===== src/rtl/core/ocec_pkg.sv =====
// ----------------------------------------------------------------------------
// ocec_pkg
// Shared codes, constants and the CRC column function of the on-die codec.
// ----------------------------------------------------------------------------
package ocec_pkg;

    // Polynomials without their top term.
    localparam logic [15:0] POLY8_LOW  = 16'h00CF;
    localparam logic [15:0] POLY16_LOW = 16'h5935;

    localparam int CHECK_BITS_MAX = 16;
    localparam int CHECK_BITS_MIN = 8;
    localparam int POSITION_BITS  = 8;

    typedef enum logic
    {
        CMD_ENCODE = 1'b0,
        CMD_CHECK  = 1'b1
    } command_t;

    typedef enum logic [1:0]
    {
        STATUS_OK            = 2'd0,
        STATUS_CORRECTED     = 2'd1,
        STATUS_UNCORRECTABLE = 2'd2
    } status_t;

    // Contribution of a single set data bit to the final register: the bit
    // loads the polynomial, and the register then shifts on with zero data.
    function automatic logic [15:0] crc_column(input logic [15:0] poly_low,
                                               input int width,
                                               input int shifts);
        logic [15:0] r;
        logic [15:0] mask;
        logic        fb;
        int          k;
        mask = (width == CHECK_BITS_MAX) ? 16'hFFFF : 16'h00FF;
        r    = poly_low & mask;
        for (k = 0; k < shifts; k++)
        begin
            fb = r[width - 1];
            r  = (r << 1) & mask;
            if (fb)
            begin
                r = r ^ poly_low;
            end
        end
        return r & mask;
    endfunction

endpackage


===== src/rtl/core/ocec_if.sv =====
// ----------------------------------------------------------------------------
// ocec_if
// Request, result and configuration channels of the on-die codec.
// ----------------------------------------------------------------------------
interface ocec_req_if import ocec_pkg::*; ();
    logic         valid;
    logic         ready;
    command_t     command;
    logic [63:0]  data_low;
    logic [63:0]  data_high;
    logic [15:0]  check_in;

    modport source (output valid, command, data_low, data_high, check_in,
                    input ready);
    modport sink   (input valid, command, data_low, data_high, check_in,
                    output ready);
endinterface

interface ocec_rsp_if import ocec_pkg::*; ();
    logic         valid;
    logic         ready;
    logic [15:0]  check_out;
    status_t      status;
    logic [POSITION_BITS-1:0] flip_position;

    modport source (output valid, check_out, status, flip_position,
                    input ready);
    modport sink   (input valid, check_out, status, flip_position,
                    output ready);
endinterface

interface ocec_cfg_if import ocec_pkg::*; ();
    logic valid;
    logic ready;
    logic data;

    modport source (output valid, data, input ready);
    modport sink   (input valid, data, output ready);
endinterface


===== src/rtl/core/ondie_crc_ecc_codec_core.sv =====
// ----------------------------------------------------------------------------
// ondie_crc_ecc_codec_core
// CRC-8 / CRC-16 encoder and single-flip checker for one data word.
// ----------------------------------------------------------------------------
// Each request carries a data word of DATA_BITS bits and a set of check bits.
// An encode request returns the CRC of the data (CRC-8 with polynomial
// 0x1CF, or CRC-16 with polynomial 0x15935, as the mode register selects);
// data bit 0 is the first bit into the register. A check request treats the
// data and the check bits in use as an error pattern: exactly one set bit is
// reported as a corrected single flip with its position (data bit i as i,
// check bit j as DATA_BITS + j); otherwise the syndrome, which is the CRC
// XOR the received check bits, tells no error from a detected uncorrectable
// one. The block takes one request in every cycle unless the sink holds a
// result back. A request is held in the input register and its result in
// the result register; the XOR tree over the data bits and the single-bit
// test sit between the two registers. The result register holds a result
// while the sink stalls, and the input register takes the next request as
// soon as the result register can move on. The mode register should only
// be written while no request is in flight.
// ----------------------------------------------------------------------------
module ondie_crc_ecc_codec_core
    import ocec_pkg::*;
#(
    parameter int DATA_BITS = 128
)
(
    input  logic        clk,
    input  logic        rst_n,
    ocec_req_if.sink    req,
    ocec_rsp_if.source  rsp,
    ocec_cfg_if.sink    cfg
);

    localparam int VEC_BITS = DATA_BITS + CHECK_BITS_MAX;
    localparam int POS_BITS = $clog2(VEC_BITS);

    // Mode register: 0 selects CRC-8, 1 selects CRC-16.
    logic crc_mode_reg;

    // Input stage.
    logic                 s1_valid_reg;
    command_t             command_reg;
    logic [DATA_BITS-1:0] data_reg;
    logic [15:0]          check_reg;

    // Result stage.
    logic                     rsp_valid_reg;
    logic [15:0]              check_out_reg;
    logic [15:0]              check_out_next;
    status_t                  status_reg;
    status_t                  status_next;
    logic [POSITION_BITS-1:0] flip_reg;
    logic [POSITION_BITS-1:0] flip_next;

    logic         rsp_advance;
    logic         req_accept;
    logic [127:0] full_data;

    logic [7:0]  term8  [DATA_BITS];
    logic [15:0] term16 [DATA_BITS];
    logic [7:0]  crc8;
    logic [15:0] crc16;
    logic [15:0] crc;
    logic [15:0] chk;
    logic [15:0] syn;
    logic [VEC_BITS-1:0] vec;
    logic                single_flip;
    logic [POS_BITS-1:0] pos;

    // The configuration port never stalls.
    assign cfg.ready = 1'b1;

    // The result register moves on when it is empty or being taken; the
    // input register follows it, so a request enters in every cycle unless
    // the sink holds a result back.
    assign rsp_advance = !rsp_valid_reg || rsp.ready;
    assign req.ready   = !s1_valid_reg || rsp_advance;
    assign req_accept  = req.valid && req.ready;

    assign full_data = {req.data_high, req.data_low};

    always_ff @(posedge clk or negedge rst_n)
    begin
        if (!rst_n)
        begin
            crc_mode_reg  <= 1'b0;
            s1_valid_reg  <= 1'b0;
            rsp_valid_reg <= 1'b0;
        end
        else
        begin
            if (cfg.valid)
            begin
                crc_mode_reg <= cfg.data;
            end
            if (req.ready)
            begin
                s1_valid_reg <= req.valid;
            end
            if (rsp_advance)
            begin
                rsp_valid_reg <= s1_valid_reg;
            end
        end
    end

    // Payload registers carry no reset.
    always_ff @(posedge clk)
    begin
        if (req_accept)
        begin
            command_reg <= req.command;
            data_reg    <= full_data[DATA_BITS-1:0];
            check_reg   <= req.check_in;
        end
        if (rsp_advance && s1_valid_reg)
        begin
            check_out_reg <= check_out_next;
            status_reg    <= status_next;
            flip_reg      <= flip_next;
        end
    end

    // The CRC is linear in the data, so each data bit contributes a fixed
    // column worked out at elaboration, and the register value is the XOR
    // of the columns of the set bits.
    for (genvar g = 0; g < DATA_BITS; g++)
    begin : g_col
        localparam logic [15:0] COL8  =
            crc_column(POLY8_LOW, CHECK_BITS_MIN, DATA_BITS - 1 - g);
        localparam logic [15:0] COL16 =
            crc_column(POLY16_LOW, CHECK_BITS_MAX, DATA_BITS - 1 - g);
        assign term8[g]  = {8{data_reg[g]}} & COL8[7:0];
        assign term16[g] = {16{data_reg[g]}} & COL16;
    end

    always_comb
    begin
        crc8  = '0;
        crc16 = '0;
        for (int i = 0; i < DATA_BITS; i++)
        begin
            crc8  = crc8 ^ term8[i];
            crc16 = crc16 ^ term16[i];
        end
    end

    // In CRC-8 mode the upper check bits are neither used nor counted.
    assign crc = crc_mode_reg ? crc16 : {8'h00, crc8};
    assign chk = crc_mode_reg ? check_reg : {8'h00, check_reg[7:0]};
    assign syn = crc ^ chk;
    assign vec = {chk, data_reg};

    // Exactly one set bit: nonzero, and the pattern equals the single bit
    // that the OR of the set indices points at. With two or more bits set
    // the pattern holds more than that one bit, so the compare fails.
    assign single_flip = (vec != '0) && (vec == (VEC_BITS'(1) << pos));

    // For a one-hot pattern the OR of the indices of the set bits is the
    // index of the single bit.
    always_comb
    begin
        pos = '0;
        for (int i = 0; i < VEC_BITS; i++)
        begin
            if (vec[i])
            begin
                pos = pos | POS_BITS'(i);
            end
        end
    end

    always_comb
    begin
        check_out_next = crc;
        status_next    = STATUS_OK;
        flip_next      = '0;
        unique case (command_reg)
            CMD_ENCODE:
            begin
                check_out_next = crc;
            end
            CMD_CHECK:
            begin
                check_out_next = syn;
                if (single_flip)
                begin
                    status_next = STATUS_CORRECTED;
                    flip_next   = POSITION_BITS'(pos);
                end
                else if (syn != '0)
                begin
                    status_next = STATUS_UNCORRECTABLE;
                end
            end
            default:
            begin
                check_out_next = crc;
            end
        endcase
    end

    assign rsp.valid         = rsp_valid_reg;
    assign rsp.check_out     = check_out_reg;
    assign rsp.status        = status_reg;
    assign rsp.flip_position = flip_reg;

endmodule

===== src/flat_wrapper.sv =====
// flat-port wrapper written by rule: the top's interface ports become plain ports
module ondie_crc_ecc_codec_core_flat import ocec_pkg::*;
#(
    parameter int DATA_BITS = 128
)
  (clk, rst_n, req_valid, req_command, req_data_low, req_data_high, req_check_in, req_ready, rsp_valid, rsp_check_out, rsp_status, rsp_flip_position, rsp_ready, cfg_valid, cfg_data, cfg_ready);
  ocec_req_if req_i ();
  ocec_rsp_if rsp_i ();
  ocec_cfg_if cfg_i ();
  input  logic clk;
  input  logic rst_n;
  input wire logic [$bits(req_i.valid)-1:0] req_valid;
  input wire logic [$bits(req_i.command)-1:0] req_command;
  input wire logic [$bits(req_i.data_low)-1:0] req_data_low;
  input wire logic [$bits(req_i.data_high)-1:0] req_data_high;
  input wire logic [$bits(req_i.check_in)-1:0] req_check_in;
  output wire logic [$bits(req_i.ready)-1:0] req_ready;
  output wire logic [$bits(rsp_i.valid)-1:0] rsp_valid;
  output wire logic [$bits(rsp_i.check_out)-1:0] rsp_check_out;
  output wire logic [$bits(rsp_i.status)-1:0] rsp_status;
  output wire logic [$bits(rsp_i.flip_position)-1:0] rsp_flip_position;
  input wire logic [$bits(rsp_i.ready)-1:0] rsp_ready;
  input wire logic [$bits(cfg_i.valid)-1:0] cfg_valid;
  input wire logic [$bits(cfg_i.data)-1:0] cfg_data;
  output wire logic [$bits(cfg_i.ready)-1:0] cfg_ready;
  assign req_i.valid = req_valid;
  assign req_i.command = req_command;
  assign req_i.data_low = req_data_low;
  assign req_i.data_high = req_data_high;
  assign req_i.check_in = req_check_in;
  assign req_ready = req_i.ready;
  assign rsp_valid = rsp_i.valid;
  assign rsp_check_out = rsp_i.check_out;
  assign rsp_status = rsp_i.status;
  assign rsp_flip_position = rsp_i.flip_position;
  assign rsp_i.ready = rsp_ready;
  assign cfg_i.valid = cfg_valid;
  assign cfg_i.data = cfg_data;
  assign cfg_ready = cfg_i.ready;
  ondie_crc_ecc_codec_core #(.DATA_BITS(DATA_BITS)) u_core (.clk(clk), .rst_n(rst_n), .req(req_i), .rsp(rsp_i), .cfg(cfg_i));
endmodule

===== config.mk =====
export PLATFORM = sky130hd
export DESIGN_NAME = ondie_crc_ecc_codec_core_flat
export DESIGN_NICKNAME = d
export VERILOG_FILES = /design/src/rtl/core/ocec_pkg.sv /design/src/rtl/core/ocec_if.sv /design/src/rtl/core/ondie_crc_ecc_codec_core.sv /design/src/flat_wrapper.sv
export SDC_FILE = /design/constraint.sdc
export NUM_CORES = 1
export LEC_CHECK = 0
export BUFFER_PORTS_ARGS = -buffer_cell sky130_fd_sc_hd__buf_2
export CAP_MARGIN = 5
export CORE_ASPECT_RATIO = 1.5
export CORE_MARGIN = 2
export CORE_UTILIZATION = 50
export DETAILED_ROUTE_END_ITERATION = 8
export PLACE_DENSITY = 0.69
export SYNTH_ARGS = -nofsm -noshare
export SYNTH_HDL_FRONTEND = slang
export SYNTH_SLANG_ARGS = --single-unit

===== constraint.sdc =====
create_clock -name clk -period 6.5 [get_ports clk]
set_input_delay 1.3 -clock clk [delete_from_list [all_inputs] [get_ports clk]]
set_output_delay 1.3 -clock clk [all_outputs]
set_load 0.1 [all_outputs]

==> summary.md, run 1 <==
| Metric | Value |
|---|---|
| GRT Total Usage | `66.58%` |
| H-tree depth | `4` |
| Post-CTS Resized | `0` |
| CTS Buf Count | `17` |
| Top_reg_cell synth | `edfxtp_1` |
| Floorplan row count | `84` |
| GRT overflow | `36` |
| Die H | `233.5 um` |
| Die width | `157.0 um` |
| Number of synthesized flops with an enable pin | `171` |
| Status | `did not finish` |
| Avg Inst Size Synth | `9.816 um2` |
| CTS root buffer | `clkbuf_16` |
| Largest net degree at the start of global routing | `146` |
| #FFs+latches synth | `174` |
| DP Wirelength | `80.59 mm` |
| Port Buffers | `178` |
| Fail Step | `5_1_grt` |
| Post-synth top area cell | `edfxtp_1` |
| Area after DPL | `19660 um2` |
| Post-Synthesis Cell Area | `17550 um2` |
| Vias in the first global route | `19216` |
| Cells after Synth | `1788` |
| Largest cells by area after synthesis | `edfxtp_1 (29%), xnor2_1 (26%), xnor3_1 (8.3%)` |
| Starting Density | `50.45%` |
| Top cell type's share of synthesized area | `29.26%` |
| Post-synth ARST share | `1.724%` |
| First Err | `[ERROR GRT-0116] Global routing finished with congestion. Check the congestion regions in the DRC Viewer.` |
| First-pass GRT wire length | `165.6 mm` |
| Syn. warnings | `0` |
| Seq/Total Area, Yosys | `29.68%` |
| I/O pin total | `180` |
| Hold_buf cts | `0` |
| Most frequent cells after synthesis | `xnor2_1 (515), edfxtp_1 (171), clkbuf_1 (156)` |
| Post-CTS setup buffers | `0` |
| CTS max path bufs | `2` |
| Most common cell in the netlist | `xnor2_1` |
| CTS sink cnt | `174` |
| Synth unique cells | `79` |
| Placer Congestion | `1.275` |
| Post-synth net total | `1943` |
==> cell families after synthesis <==
kind of cell	after synthesis	synth area share (%)
AND/OR/NAND/NOR	477	15.68
XOR/XNOR	726	42.01
flip-flops	174	29.68
AO/OA/AOI/OAI	210	7.777
other	1	0.02137
buffers and inverters	189	4.135
adder cells (fa/ha/maj)	4	0.2852
multiplexers	7	0.4135
==> layer usage <==
| layer | GRT overflow | track usage (%) |
|---|---|---|
| met1 | 0 | 67.89 |
| met2 | 15 | 84.33 |
| met3 | 0 | 49.35 |
| met4 | 21 | 62.27 |
| met5 | 0 | 20.73 |
==> metrics by stage <==
stage / util, % / setup WS, ps / cells
2_1_floorplan: - / 469.1 / 1788
3_3_place_gp: 56.52 / 360.7 / 2434
3_5_place_dp: 56.52 / 358.4 / 2434
4_1_cts: 58.31 / 348.3 / 2466
==> run 2, diff against run 1 <==
- CORE_ASPECT_RATIO: 1.5 -> not set
- CORE_UTILIZATION: 50 -> 35
- PLACE_DENSITY: 0.69 -> not set
- PLACE_DENSITY_LB_ADDON: not set -> 0.15
==> summary.md, run 2 <==
| Metric | Value |
|---|---|
| Initial antenna violation count | `6` |
| WP data required | `6830 ps` |
| Top cell type's share of synthesized area | `29.26% (unchanged)` |
| Status | `complete, no violations` |
| Reg power frac | `18.6%` |
| Least-Margin Pin Slew | `1444 ps` |
| DR WL/cell | `43.30 um` |
| Post-synth net total | `1943 (unchanged)` |
| Area after DPL | `20170 um2 (+2.6%)` |
| Post-synth ARST share | `1.724% (unchanged)` |
| Die width | `227.9 um (+45%)` |
| CTS tree | `yes` |
| Logic pwr share | `68.9%` |
| Die area | `51950 um2` |
| Synth unique cells | `79 (unchanged)` |
| Fraction of layout cells with a size suffix above 1 | `21.46%` |
| Top_reg_cell synth | `edfxtp_1` |
| Final period util | `98.12%` |
| Post-synth top area cell | `edfxtp_1` |
| 1st-pass router iterations | `6` |
| Avg Inst Size Synth | `9.816 um2 (unchanged)` |
| Post-Place Setup Slack | `569.2 ps (+210.8 ps)` |
| DR vias | `17233` |
| Clock latency on the worst-skew pair | `510 ps` |
| Final Max Tran Viols | `0` |
| Starting Density | `35.20% (-15 points)` |
| Reg2reg path depth | `15` |
| Final setup vio count | `0` |
| Hold WS | `497.1 ps` |
| Hold_buf cts | `0 (unchanged)` |
| Power Density | `423.5 nW/um2` |
| Core box area | `49860 um2` |
| Switching Fraction | `48.37%` |
| Port Buffers | `178 (unchanged)` |
| Synth Area in Simple Gates | `15.68% (unchanged)` |
| Tot Pwr | `8.799 mW` |
| First-pass GRT wire length | `153.6 mm` |
| CP Class | `reg -> reg` |
| Crit path to | `u_core.rsp.flip_position[4]` |
| Reg2reg setup slack | `120 ps` |
| Fin. Hold Viols | `0` |
| Syn. warnings | `0 (unchanged)` |
| H-tree depth | `4 (unchanged)` |
| DP Wirelength | `92.00 mm (+14%)` |
| GRT Total Usage | `44.64%` |
| CTS Buf Count | `17 (unchanged)` |
| Largest cells by area after synthesis | `edfxtp_1 (29%), xnor2_1 (26%), xnor3_1 (8.3%)` |
| I/O pin total | `180 (unchanged)` |
| Crit-path max FO | `12` |
| RSZ-0062 raised after global routing | `false` |
| Most common cell after layout, fill and taps aside | `xnor2_1` |
| Remaining DRCs | `0` |
| Clock-pin slew on the worst setup and hold paths | `90 ps` |
| Minimum clock period | `6378 ps` |
| Relative slew margins | `2.821%` |
| P&R area growth vs syn | `18.37%` |
| Worst Hold Class | `reg -> reg` |
| Fin area | `20780 um2` |
| Post-Synthesis Cell Area | `17550 um2 (unchanged)` |
| Clk_skew | `20.68 ps` |
| CTS max path bufs | `2 (unchanged)` |
| Net Switching | `4.256 mW` |
| FF-to-FF Start | `u_core.data_reg[111]` |
| Floorplan row count | `82 (-2.4%)` |
| Leakage | `7.395 nW` |
| Clock network power share | `12.5%` |
| Mux cell area share after synthesis | `0.4135% (unchanged)` |
| Xor/xnor share of the synthesized area | `42.01% (unchanged)` |
| Seq/Total Area, Yosys | `29.68% (unchanged)` |
| Largest family of logic cells by synthesized area | `XOR/XNOR gates` |
| Final worst slack | `122.2 ps` |
| Max VDD drop | `0.0002721 V` |
| Cell Int Power | `4.543 mW` |
| Placer Congestion | `1.115 (-13%)` |
| CP Capture Type | `register` |
| Worst Setup SP | `u_core.data_reg[111]` |
| CTS sink cnt | `174 (unchanged)` |
| Post-CTS Resized | `0 (unchanged)` |
| Post-synthesis compound-gate area fraction | `7.777% (unchanged)` |
| Die H | `227.9 um (-2.4%)` |
| Number of synthesized flops with an enable pin | `171 (unchanged)` |
| Startpoint types | `register` |
| Cells after Synth | `1788 (unchanged)` |
| Post-layout nets | `2169` |
| Antenna Nets Post-Route | `0` |
| Post-CTS setup buffers | `0 (unchanged)` |
| #FFs+latches synth | `174 (unchanged)` |
| Most common cell in the netlist | `xnor2_1` |
| CTS root buffer | `clkbuf_16` |
| Synth Area in Adders | `0.2851% (unchanged)` |
| Max Cap Viol | `0` |
| Setup TNS | `0 ps` |
| Fmax | `156.8 MHz` |
| R2R Path End | `u_core.rsp.flip_position[4]` |
| Drt total wl | `117.1 mm` |
| Most frequent cells after synthesis | `xnor2_1 (515), edfxtp_1 (171), clkbuf_1 (156)` |
| Via density per instance | `6.373` |
| Max reg flops | `128` |
| Critical path arrival | `6700 ps` |
| GRT overflow | `0` |
| Vias in the first global route | `16812` |
| Largest net degree at the start of global routing | `100` |
| Most frequent cells in the layout | `xnor2_1 (515), buf_4 (201), buf_2 (178)` |
| Iter 0 DRT Violations | `2698` |
==> run 2: layout make-up <==
type                       count  area (um2)
clock inverter                15       166.4
timing repair buffer         381        2440
inverter                      15       56.30
clock buffer                  17       425.4
fill                        5004       29090
multi-input combinational   1425       11620
tap                          672       840.8
sequential                   174        5210
antenna                        5       12.51
==> run 2: stage by stage <==
stage	utilization [%]	instances
floorplan	-	1788
global placement	40.44	2667
detailed placement	40.45	2667
CTS	41.64	2699
global route	41.64	2699
finish	41.67	2704
==> run 2: how the worst min path moves through the flow <==
stage | from | end | slack (ps) | cells past startpoint
detailed placement | u_core.s1_valid_reg | u_core.rsp.valid | 480 | 1
finish | u_core.s1_valid_reg | u_core.rsp.valid | 500 | 1
floorplan | u_core.s1_valid_reg | u_core.rsp.valid | 450 | 1
global placement | u_core.s1_valid_reg | u_core.rsp.valid | 460 | 1
global route | u_core.s1_valid_reg | u_core.rsp.valid | 540 | 1
CTS | u_core.s1_valid_reg | u_core.rsp.valid | 500 | 1
==> run 2: cells by family after synthesis <==
logic type / after synthesis
flops: 174
other cells: 1
simple gates: 477
compound gates: 210
fa+ha+maj: 4
mux: 7
xor+xnor: 726
buf+inv: 189
==> run 2: worst max-delay path: stages, from the launching register on <==
cell and delay (ps):
edfxtp_1 380, buf_4 220, nor4_1 1170, nand3_1 290
nor4_1 550, and2_1 650, nand3_1 630, buf_4 390
o21ai_0 160, nor4b_1 600, nand4_1 180, buf_4 180
nor4_4 240, nand4_4 170, buf_4 180, nor4_1 190
==> run 2: power groups by stage <==
| stage | sequential, mW | combinational (mW) | clock, mW |
|---|---|---|---|
| after floorplan | 1.93 | 3.95 | 0 |
| after global placement | 1.64 | 5.92 | 0 |
| after detailed placement | 1.64 | 5.92 | 0 |
| after CTS | 1.62 | 5.95 | 1.12 |
| after global routing | 1.63 | 6.32 | 1.15 |
| final | 1.64 | 6.07 | 1.10 |
==> run 2: per-layer routing <==
layer	global-route usage [%]	wire, um	up-vias
li1	-	-	6789
met1	53.05	42930	8434
met2	64.52	48270	1490
met3	15.95	13970	514
met4	37.07	11860	6
met5	0	48	-
Power figures use the tool's default switching activity.
